`config.mk`:
```
export PLATFORM = sky130hd
export DESIGN_NAME = tcs_ctrl
export DESIGN_NICKNAME = d
export VERILOG_FILES = /design/src/rtl/tcs_pkg.sv /design/src/rtl/tcs_ctrl.sv
export SDC_FILE = /design/constraint.sdc
export NUM_CORES = 1
export LEC_CHECK = 0
export ABC_AREA = 0
export BUFFER_PORTS_ARGS = -buffer_cell sky130_fd_sc_hd__buf_4
export CORE_AREA = 2 2 39 41
export DETAILED_ROUTE_END_ITERATION = 16
export DIE_AREA = 0 0 41 43
export MAX_ROUTING_LAYER = met4
export SETUP_SLACK_MARGIN = 0.4
export SLEW_MARGIN = 20
export SYNTH_ARGS = -nofsm -noshare
export SYNTH_HDL_FRONTEND = slang
export SYNTH_SLANG_ARGS = --single-unit
```
`constraint.sdc`:
```
create_clock -name clk -period 1 [get_ports clk]
set_input_delay 0.05 -clock clk [delete_from_list [all_inputs] [get_ports clk]]
set_output_delay 0.05 -clock clk [all_outputs]
set_load 0.02 [all_outputs]
```
`src/rtl/tcs_pkg.sv`:
```
// ============================================================================
// Text console scrollback package
// Shared geometry, field widths, codes, and controller/datapath structs.
// ============================================================================
package tcs_pkg;

  // Screen geometry and scrollback depth.
  localparam int COLS         = 80;
  localparam int ROWS         = 25;
  localparam int PAGES        = 100;
  localparam int LINES_TOTAL  = ROWS * PAGES;
  localparam int SCREEN_CELLS = COLS * ROWS;
  localparam int TEXT_CELLS   = COLS * ROWS * PAGES;

  // Internal widths derived from the geometry.
  localparam int COL_W  = (COLS > 1) ? $clog2(COLS) : 1;
  localparam int ROW_W  = (ROWS > 1) ? $clog2(ROWS) : 1;
  localparam int PAGE_W = (PAGES > 1) ? $clog2(PAGES) : 1;
  localparam int LINE_W = (LINES_TOTAL > 1) ? $clog2(LINES_TOTAL) : 1;
  localparam int SCR_AW = $clog2(SCREEN_CELLS);
  localparam int TXT_AW = $clog2(TEXT_CELLS);

  // Fixed field widths of the request and result channels.
  localparam int OPCODE_W      = 3;
  localparam int CHAR_W        = 8;
  localparam int READ_ROW_W    = 5;
  localparam int READ_COL_W    = 7;
  localparam int COLOR_W       = 8;
  localparam int CURSOR_COL_W  = 7;
  localparam int CURSOR_LINE_W = 12;
  localparam int SHOWN_PAGE_W  = 7;

  // Character codes and the color after reset.
  localparam logic [CHAR_W-1:0]  CH_BACKSPACE = 8'h08;
  localparam logic [CHAR_W-1:0]  CH_NEWLINE   = 8'h0A;
  localparam logic [CHAR_W-1:0]  CH_RETURN    = 8'h0D;
  localparam logic [CHAR_W-1:0]  CH_SPACE     = 8'h20;
  localparam logic [COLOR_W-1:0] COLOR_RESET  = 8'h09;

  typedef enum logic [OPCODE_W-1:0] {
    OP_CHAR         = 3'd0,
    OP_PAGE_UP      = 3'd1,
    OP_PAGE_DOWN    = 3'd2,
    OP_CURSOR_RESET = 3'd3,
    OP_READ_CELL    = 3'd4
  } op_t;

  typedef enum logic [2:0] {
    ST_INIT,
    ST_IDLE,
    ST_CLEAR,
    ST_CHAR,
    ST_REDRAW,
    ST_REDRAW_END,
    ST_RESP
  } state_t;

  // Commands from the controller to the datapath.
  typedef struct packed {
    logic init_step;
    logic accept;
    logic view_sync;
    logic view_dec;
    logic view_inc;
    logic cur_zero;
    logic rd_cell;
    logic sweep_start;
    logic clear_step;
    logic redraw_step;
    logic char_exec;
    logic out_load;
  } ctrl_cmd_t;

  // Status from the datapath to the controller.
  typedef struct packed {
    logic init_last;
    logic sweep_last;
    logic page_differs;
    logic out_free;
  } dp_status_t;

endpackage

```
`src/rtl/tcs_ctrl.sv`:
```
// ============================================================================
// Text console scrollback controller
// Sequences reset clearing, screen sweeps, character updates and responses.
// ============================================================================
module tcs_ctrl (
  input  logic                          clk,
  input  logic                          rst_n,
  input  logic                          in_valid,
  input  logic [tcs_pkg::OPCODE_W-1:0]  in_opcode,
  output logic                          in_ready,
  input  tcs_pkg::dp_status_t           st,
  output tcs_pkg::ctrl_cmd_t            cmd
);
  import tcs_pkg::*;

  state_t state_r;
  state_t state_nxt;

  always_ff @(posedge clk) begin
    if (!rst_n) begin
      state_r <= ST_INIT;
    end else begin
      state_r <= state_nxt;
    end
  end

  always_comb begin
    state_nxt = state_r;
    cmd       = '0;
    in_ready  = 1'b0;
    case (state_r)
      ST_INIT: begin
        cmd.init_step = 1'b1;
        if (st.init_last) begin
          state_nxt = ST_IDLE;
        end
      end
      ST_IDLE: begin
        in_ready = 1'b1;
        if (in_valid) begin
          cmd.accept = 1'b1;
          case (op_t'(in_opcode))
            OP_CHAR: begin
              if (st.page_differs) begin
                cmd.view_sync   = 1'b1;
                cmd.sweep_start = 1'b1;
                state_nxt       = ST_CLEAR;
              end else begin
                state_nxt = ST_CHAR;
              end
            end
            OP_PAGE_UP: begin
              cmd.view_dec    = 1'b1;
              cmd.sweep_start = 1'b1;
              state_nxt       = ST_REDRAW;
            end
            OP_PAGE_DOWN: begin
              cmd.view_inc    = 1'b1;
              cmd.sweep_start = 1'b1;
              state_nxt       = ST_REDRAW;
            end
            OP_CURSOR_RESET: begin
              cmd.cur_zero = 1'b1;
              state_nxt    = ST_RESP;
            end
            OP_READ_CELL: begin
              cmd.rd_cell = 1'b1;
              state_nxt   = ST_RESP;
            end
            default: begin
              state_nxt = ST_RESP;
            end
          endcase
        end
      end
      ST_CLEAR: begin
        cmd.clear_step = 1'b1;
        if (st.sweep_last) begin
          state_nxt = ST_CHAR;
        end
      end
      ST_CHAR: begin
        cmd.char_exec = 1'b1;
        state_nxt     = ST_RESP;
      end
      ST_REDRAW: begin
        cmd.redraw_step = 1'b1;
        if (st.sweep_last) begin
          state_nxt = ST_REDRAW_END;
        end
      end
      ST_REDRAW_END: begin
        state_nxt = ST_RESP;
      end
      ST_RESP: begin
        if (st.out_free) begin
          cmd.out_load = 1'b1;
          state_nxt    = ST_IDLE;
        end
      end
      default: begin
        state_nxt = ST_INIT;
      end
    endcase
  end

  // A character on another page must clear the screen first.
  a_char_clears_first: assert property (@(posedge clk) disable iff (!rst_n)
    (state_r == ST_IDLE && in_valid && in_opcode == OP_CHAR && st.page_differs)
    |=> state_r == ST_CLEAR)
    else $error("page change on character did not start a screen clear");

  // The character update only runs with the view on the cursor's page.
  a_char_on_view: assert property (@(posedge clk) disable iff (!rst_n)
    state_r == ST_CHAR |-> !st.page_differs)
    else $error("character update while view is off the cursor page");

  // The redraw drain cycle always hands over to the response.
  a_redraw_drains: assert property (@(posedge clk) disable iff (!rst_n)
    state_r == ST_REDRAW_END |=> state_r == ST_RESP)
    else $error("redraw drain did not lead to the response");

endmodule

```
==> flow_summary.toml, run 1 <==
[floorplanning]
coreArea_sq_mm = 0.00138
io_pins = 23
rows = 14
initial_core_util = 0.260
die_w_um = 41
dieHeight_um = 43
dieArea_sq_mm = 0.00176

[timing]
max_freq_mhz = 700
rsz0062_at_grt = "true"
hold_viol = 0
finalClockSkew_ps = 2.62
relSlewSlack = 0.843
worstMarginPinSlew_ps = 233
fin_setup_tns_ps = -4940
setup_slack_ps = -430
fin_crit_sh = 1.43
finalMaxSlewViolations = 0
fin_crit_ps = 1430
setup_viol = 16

[min_path]
hold_depth = 2
whs_endpoint = "state_r[2]"
holdCritPathClass = "input port to flip-flop"
holdCritStartpoint = "rst_n"

[route]
first_iter_violations = 4
routed_via_density = 4.80
wl_um = 1240
via_count = 490
wl_per_cell_um = 12.1
postRouteAntennaNets = 0
route.detailed.drc = 0
dr.pass1.iters = 2

[worst_setup_path]
crit_buf_inv = 1
crit_path_start_kind = "flip-flop"
required_ps = 950
cpMostUsedCell = "nor3b_4"
critical_path_peak_fanout = 5
cpLargestDelayFamily = "simple AND/OR/NAND/NOR gates"
crit_path_cell_trace = "nor3b_4 -> and2_4 -> nand2b_4 -> nor3b_4 -> buf_6"
rr_worst_depth = 7
r2r-end = "state_r[1]"
ff2ff_setup_slack_ps = -370
arrival_ps = 1380
worst_setup_path_end_kind = "output port"
crit_type = "flip-flop to output port"
slowest_delay_ps = 330
slowest_stage = "dfxtp_2"
r2r-start = "state_r[1]"

[placed_design]
place_ws_ps = -285
placedCellCount = 92
place.gp.congestion = 0.810
port_buffers = 22
placed_area_sq_um = 651
dpl.hpwl_um = 829

[finish]
design_area_sq_um = 833
drive_gt1_frac = 0.791
area_growth_pct = 131
largestRegisters = "state_r x3"
diodes = 0
fin_nets = 97
regMostFlops = "state_r"
fin_cells = 102
largest_reg_flops = 3

[global_route]
grt_overflow = 0
antenna_found_initial = 0
first_global_vias = 458
grt_max_degree = 10
grt_usage = 0.158
grt_pass1_wl_um = 1840

[yosys]
synth_top_cell_by_area = "dfxtp_1"
ys_seq_area_frac = 0.167
syn_area_per_cell_sq_um = 7.83
synth.cell_area_sq_um = 360
syn_nets = 56
yosys_warnings = 0
netlist_instances = 46
ys_top_cells_by_count = "nor2_1 (5), nor3b_1 (4)"
yosysMostFrequentCell = "nor2_1"
yosysUniqueCellTypes = 25
ys_ff_latch = 3
synth_edf_count = 0
synth_top_cell_area_share = 0.167
async_flop_share = 0
synth_area_leaders = "dfxtp_1 (17%), buf_6 (9.4%), nor3b_1 (8.3%)"
ys.flop_type = "dfxtp_1"

[flow_run]
timing.max_cap.violations = 0

[power]
irDropWorstVdd_mv = 0.955
powerDensity_mw_per_mm2 = 1440
power_leakage_nw = 0.377

[status]
status = "complete, but fails checks"
violations = "negative setup slack"

[clock_tree]
clk-insertion-delay-late_ps = 240
cts_num_sinks = 3
root_buffer = "clkbuf_4"
clk_pin_slew_ps = 40
cts_tree = "done"
htreeDepth = 1
cts_buffer_depth = 2
cts_buffers = 3
[how the worst max path moves through the flow]
stage	cells after the start	to	slack [ps]	from
after floorplan	5	cmd[4]	-440	state_r[0]
after CTS	5	cmd[7]	-420	state_r[1]
final	5	cmd[7]	-430	state_r[1]
after global placement	5	cmd[4]	-270	state_r[2]
after detailed placement	5	cmd[4]	-290	state_r[2]
after global routing	5	cmd[4]	-490	state_r[1]
[worst reg2reg max path, delay by kind of cell, from the launching register on]
kind / cells / cell delay (ps)
AOI/OAI and AO/OA: 2 / 320
buffers and inverters: 3 / 390
DFF: 1 / 330
and+or+nand+nor: 2 / 250
[where the power goes]
group / internal [mW] / total (mW) / switching, mW
Clock: 0.150 / 0.215 / 0.0657
Sequential: 0.152 / 0.174 / 0.0211
Combinational: 0.454 / 0.812 / 0.359
Total: 0.756 / 1.20 / 0.446
[layout make-up]
type	count	area, sq um
clock buffers	4	26.3
fillers	143	551
multi-input cells	40	375
flip-flops and latches	3	66.3
well taps	16	20.0
repair buffers	39	345
[repair_timing]
item	4_1_cts	5_1_grt
setup endpoints to repair	16	16
setup buffers	5	1
gates resized for setup	28	2
hold buffers	0	0
pin swaps	8	2
[per-layer routing]
| layer | wire length [um] | GRT usage |
|---|---|---|
| met1 | 452 | 0.168 |
| met5 | 0 | - |
| met4 | 67 | 0.120 |
| met3 | 89 | 0.00524 |
| met2 | 625 | 0.256 |
[layout by cell type, fill, tap and decap left out, types with 2 or more instances in the layout]
master,Yosys,routed
nand2_1,3,3
dfxtp_2,0,2
nor2_1,5,2
nor2_2,0,2
buf_6,3,14
clkbuf_4,0,3
nor3b_4,0,4
nor3_1,3,2
nor2b_4,0,2
and2_4,0,2
mux2i_2,0,2
buf_4,0,25
a21oi_2,0,2
[cell families (layout without fill, tap and decap cells)]
kind of cell	count (synthesis)	count (layout)	share of synthesized area
simple gates	30	30	0.528
compound gates	7	7	0.132
flops	3	3	0.167
buf+inv	3	43	0.0937
mux	2	2	0.0556
xor+xnor	1	1	0.0243
[metrics by stage]
| step | utilization | hold WS (ps) | total power, mW |
|---|---|---|---|
| 6_report | 0.602 | 61.2 | 1.20 |
| 5_1_grt | 0.602 | 67.9 | 1.27 |
| 4_1_cts | 0.591 | 55.3 | 1.18 |
| 3_5_place_dp | 0.470 | 302 | 0.750 |
| 3_3_place_gp | 0.470 | 301 | 0.748 |
| 2_1_floorplan | - | 136 | 0.547 |
No activity file was read; power rests on OpenSTA's default activity.
==> run 2, diff against run 1 <==
Settings changed: SKIP_CTS_REPAIR_TIMING set to 1.
Clock period 1 ns to 1.22 ns, I/O delays scaled along.
==> run 2 against run 1 <==
Net effect: the flow still finishes with violations (negative setup slack); critical path depth is the same; count of clock-buffer cells in the layout is the same; clock power shrank 14%; non-clock buffer count shrank 5; first-iteration DRC count shrank 50%; highest routed layer unchanged; global-route usage shrank 2.5 points; clock skew grew 5.4 ps.
==> flow_summary.toml, run 2 (synthesis gave the netlist of run 1 again) <==
[worst_setup_path]
worst_setup_path_end_kind = "output port"
cpMostUsedCell = "nor3b_4"
crit_path_start_kind = "flip-flop"
crit_buf_inv = 1
slowest_stage = "dfxtp_2"
crit_type = "flip-flop to output port"
arrival_ps = 1380
required_ps = 1160
cpLargestDelayFamily = "simple AND/OR/NAND/NOR gates"
critical_path_peak_fanout = 5
slowest_delay_ps = 330
crit_path_cell_trace = "nor3b_4 -> and2_4 -> nand2b_4 -> nor3b_4 -> buf_6"

[global_route]
grt_max_degree = 10
grt_usage = 0.133
grt_pass1_wl_um = 1520
first_global_vias = 374
antenna_found_initial = 0
grt_overflow = 0

[clock_tree]
cts_num_sinks = 3
clk_pin_slew_ps = 40
cts_buffer_depth = 2
root_buffer = "clkbuf_4"
htreeDepth = 1
cts_buffers = 3
cts_tree = "done"
clk-insertion-delay-late_ps = 240

[route]
met3_length_um = 90
first_iter_violations = 2
wl_um = 1080
route.detailed.drc = 0
dr.pass1.iters = 2
routed_via_density = 4.64
wirelength_met1_um = 421
wl_met2_um = 544
highest_layer = "met4"
postRouteAntennaNets = 0
wl_per_cell_um = 11.1
via_count = 450

[floorplanning]
io_pins = 23
dieHeight_um = 43
coreArea_sq_mm = 0.00138
dieArea_sq_mm = 0.00176
die_w_um = 41
rows = 14
initial_core_util = 0.260

[timing]
finalMaxSlewViolations = 0
finalClockSkew_ps = 8.06
setup_slack_ps = -220
worstMarginPinSlew_ps = 236
rsz0062_at_grt = "true"
relSlewSlack = 0.842
fin_crit_ps = 1440
whs_ps = 61.4
fin_setup_tns_ps = -1430
max_freq_mhz = 694
setup_viol = 13
fin_crit_sh = 1.18
hold_viol = 0

[finish]
fin_cells = 97
area_growth_pct = 116
largest_reg_flops = 3
largestRegisters = "state_r x3"
final_common_cell = "buf_4"
regMostFlops = "state_r"
fin_nets = 92
filler_cell_count = 147
final_cell_mix = "buf_4 (22), buf_6 (11), nor3b_4 (4)"
utilization = 0.561
diodes = 0
design_area_sq_um = 777
drive_gt1_frac = 0.741

[placed_design]
placed_area_sq_um = 663
port_buffers = 22
place_ws_ps = -40.7
placedCellCount = 92
dpl.hpwl_um = 841
place.gp.congestion = 0.708

[flow_run]
timing.max_cap.violations = 0

[power]
power_frac_seq = 0.155
power_switching_uw = 343
p_int_uw = 574
irDropWorstVdd_mv = 0.749
combPwrFrac = 0.644
power_leakage_nw = 0.350
powerDensity_mw_per_mm2 = 1180
total_power_uw = 917
pwr-share-clk = 0.201
switching_share = 0.374

[status]
status = "complete, but fails checks"
violations = "negative setup slack"

[min_path]
holdCritPathClass = "input port to flip-flop"
[run 2: changes by cell type in the layout (fill, tap and decap cells not counted), sizes merged]
cell | previous run | this run
buf | 39 | 34
[run 2: area by class of cell]
cell class | count | area [sq um] | share of cell area
multi-input combinational | 40 | 355 | 0.457
timing repair buffer | 34 | 309 | 0.398
sequential | 3 | 66.3 | 0.0853
clock buffer | 4 | 26.3 | 0.0338
tap | 16 | 20.0 | 0.0258
[run 2: power by group through the flow]
stage | sequential (mW) | clock (mW) | combinational [mW]
after CTS | 0.143 | 0.191 | 0.502
after global routing | 0.145 | 0.204 | 0.634
after detailed placement | 0.144 | 0 | 0.501
final | 0.142 | 0.184 | 0.591
after floorplan | 0.139 | 0 | 0.309
after global placement | 0.144 | 0 | 0.498
[run 2: final timing paths]
check                                start         end  slack (ps)  cells after the start
worst min register to register  state_r[2]  state_r[2]         750                      4
worst min-delay path                 rst_n  state_r[2]          60                      2
worst max register to register  state_r[2]  state_r[1]         -20                      6
worst max-delay path            state_r[1]      cmd[7]        -220                      5
[run 2: per-layer routing]
layer / track usage / up-vias
met1: 0.145 / 192
met3: 0.0314 / 2
met4: 0.0800 / 0
met5: - / -
li1: - / 236
met2: 0.206 / 20
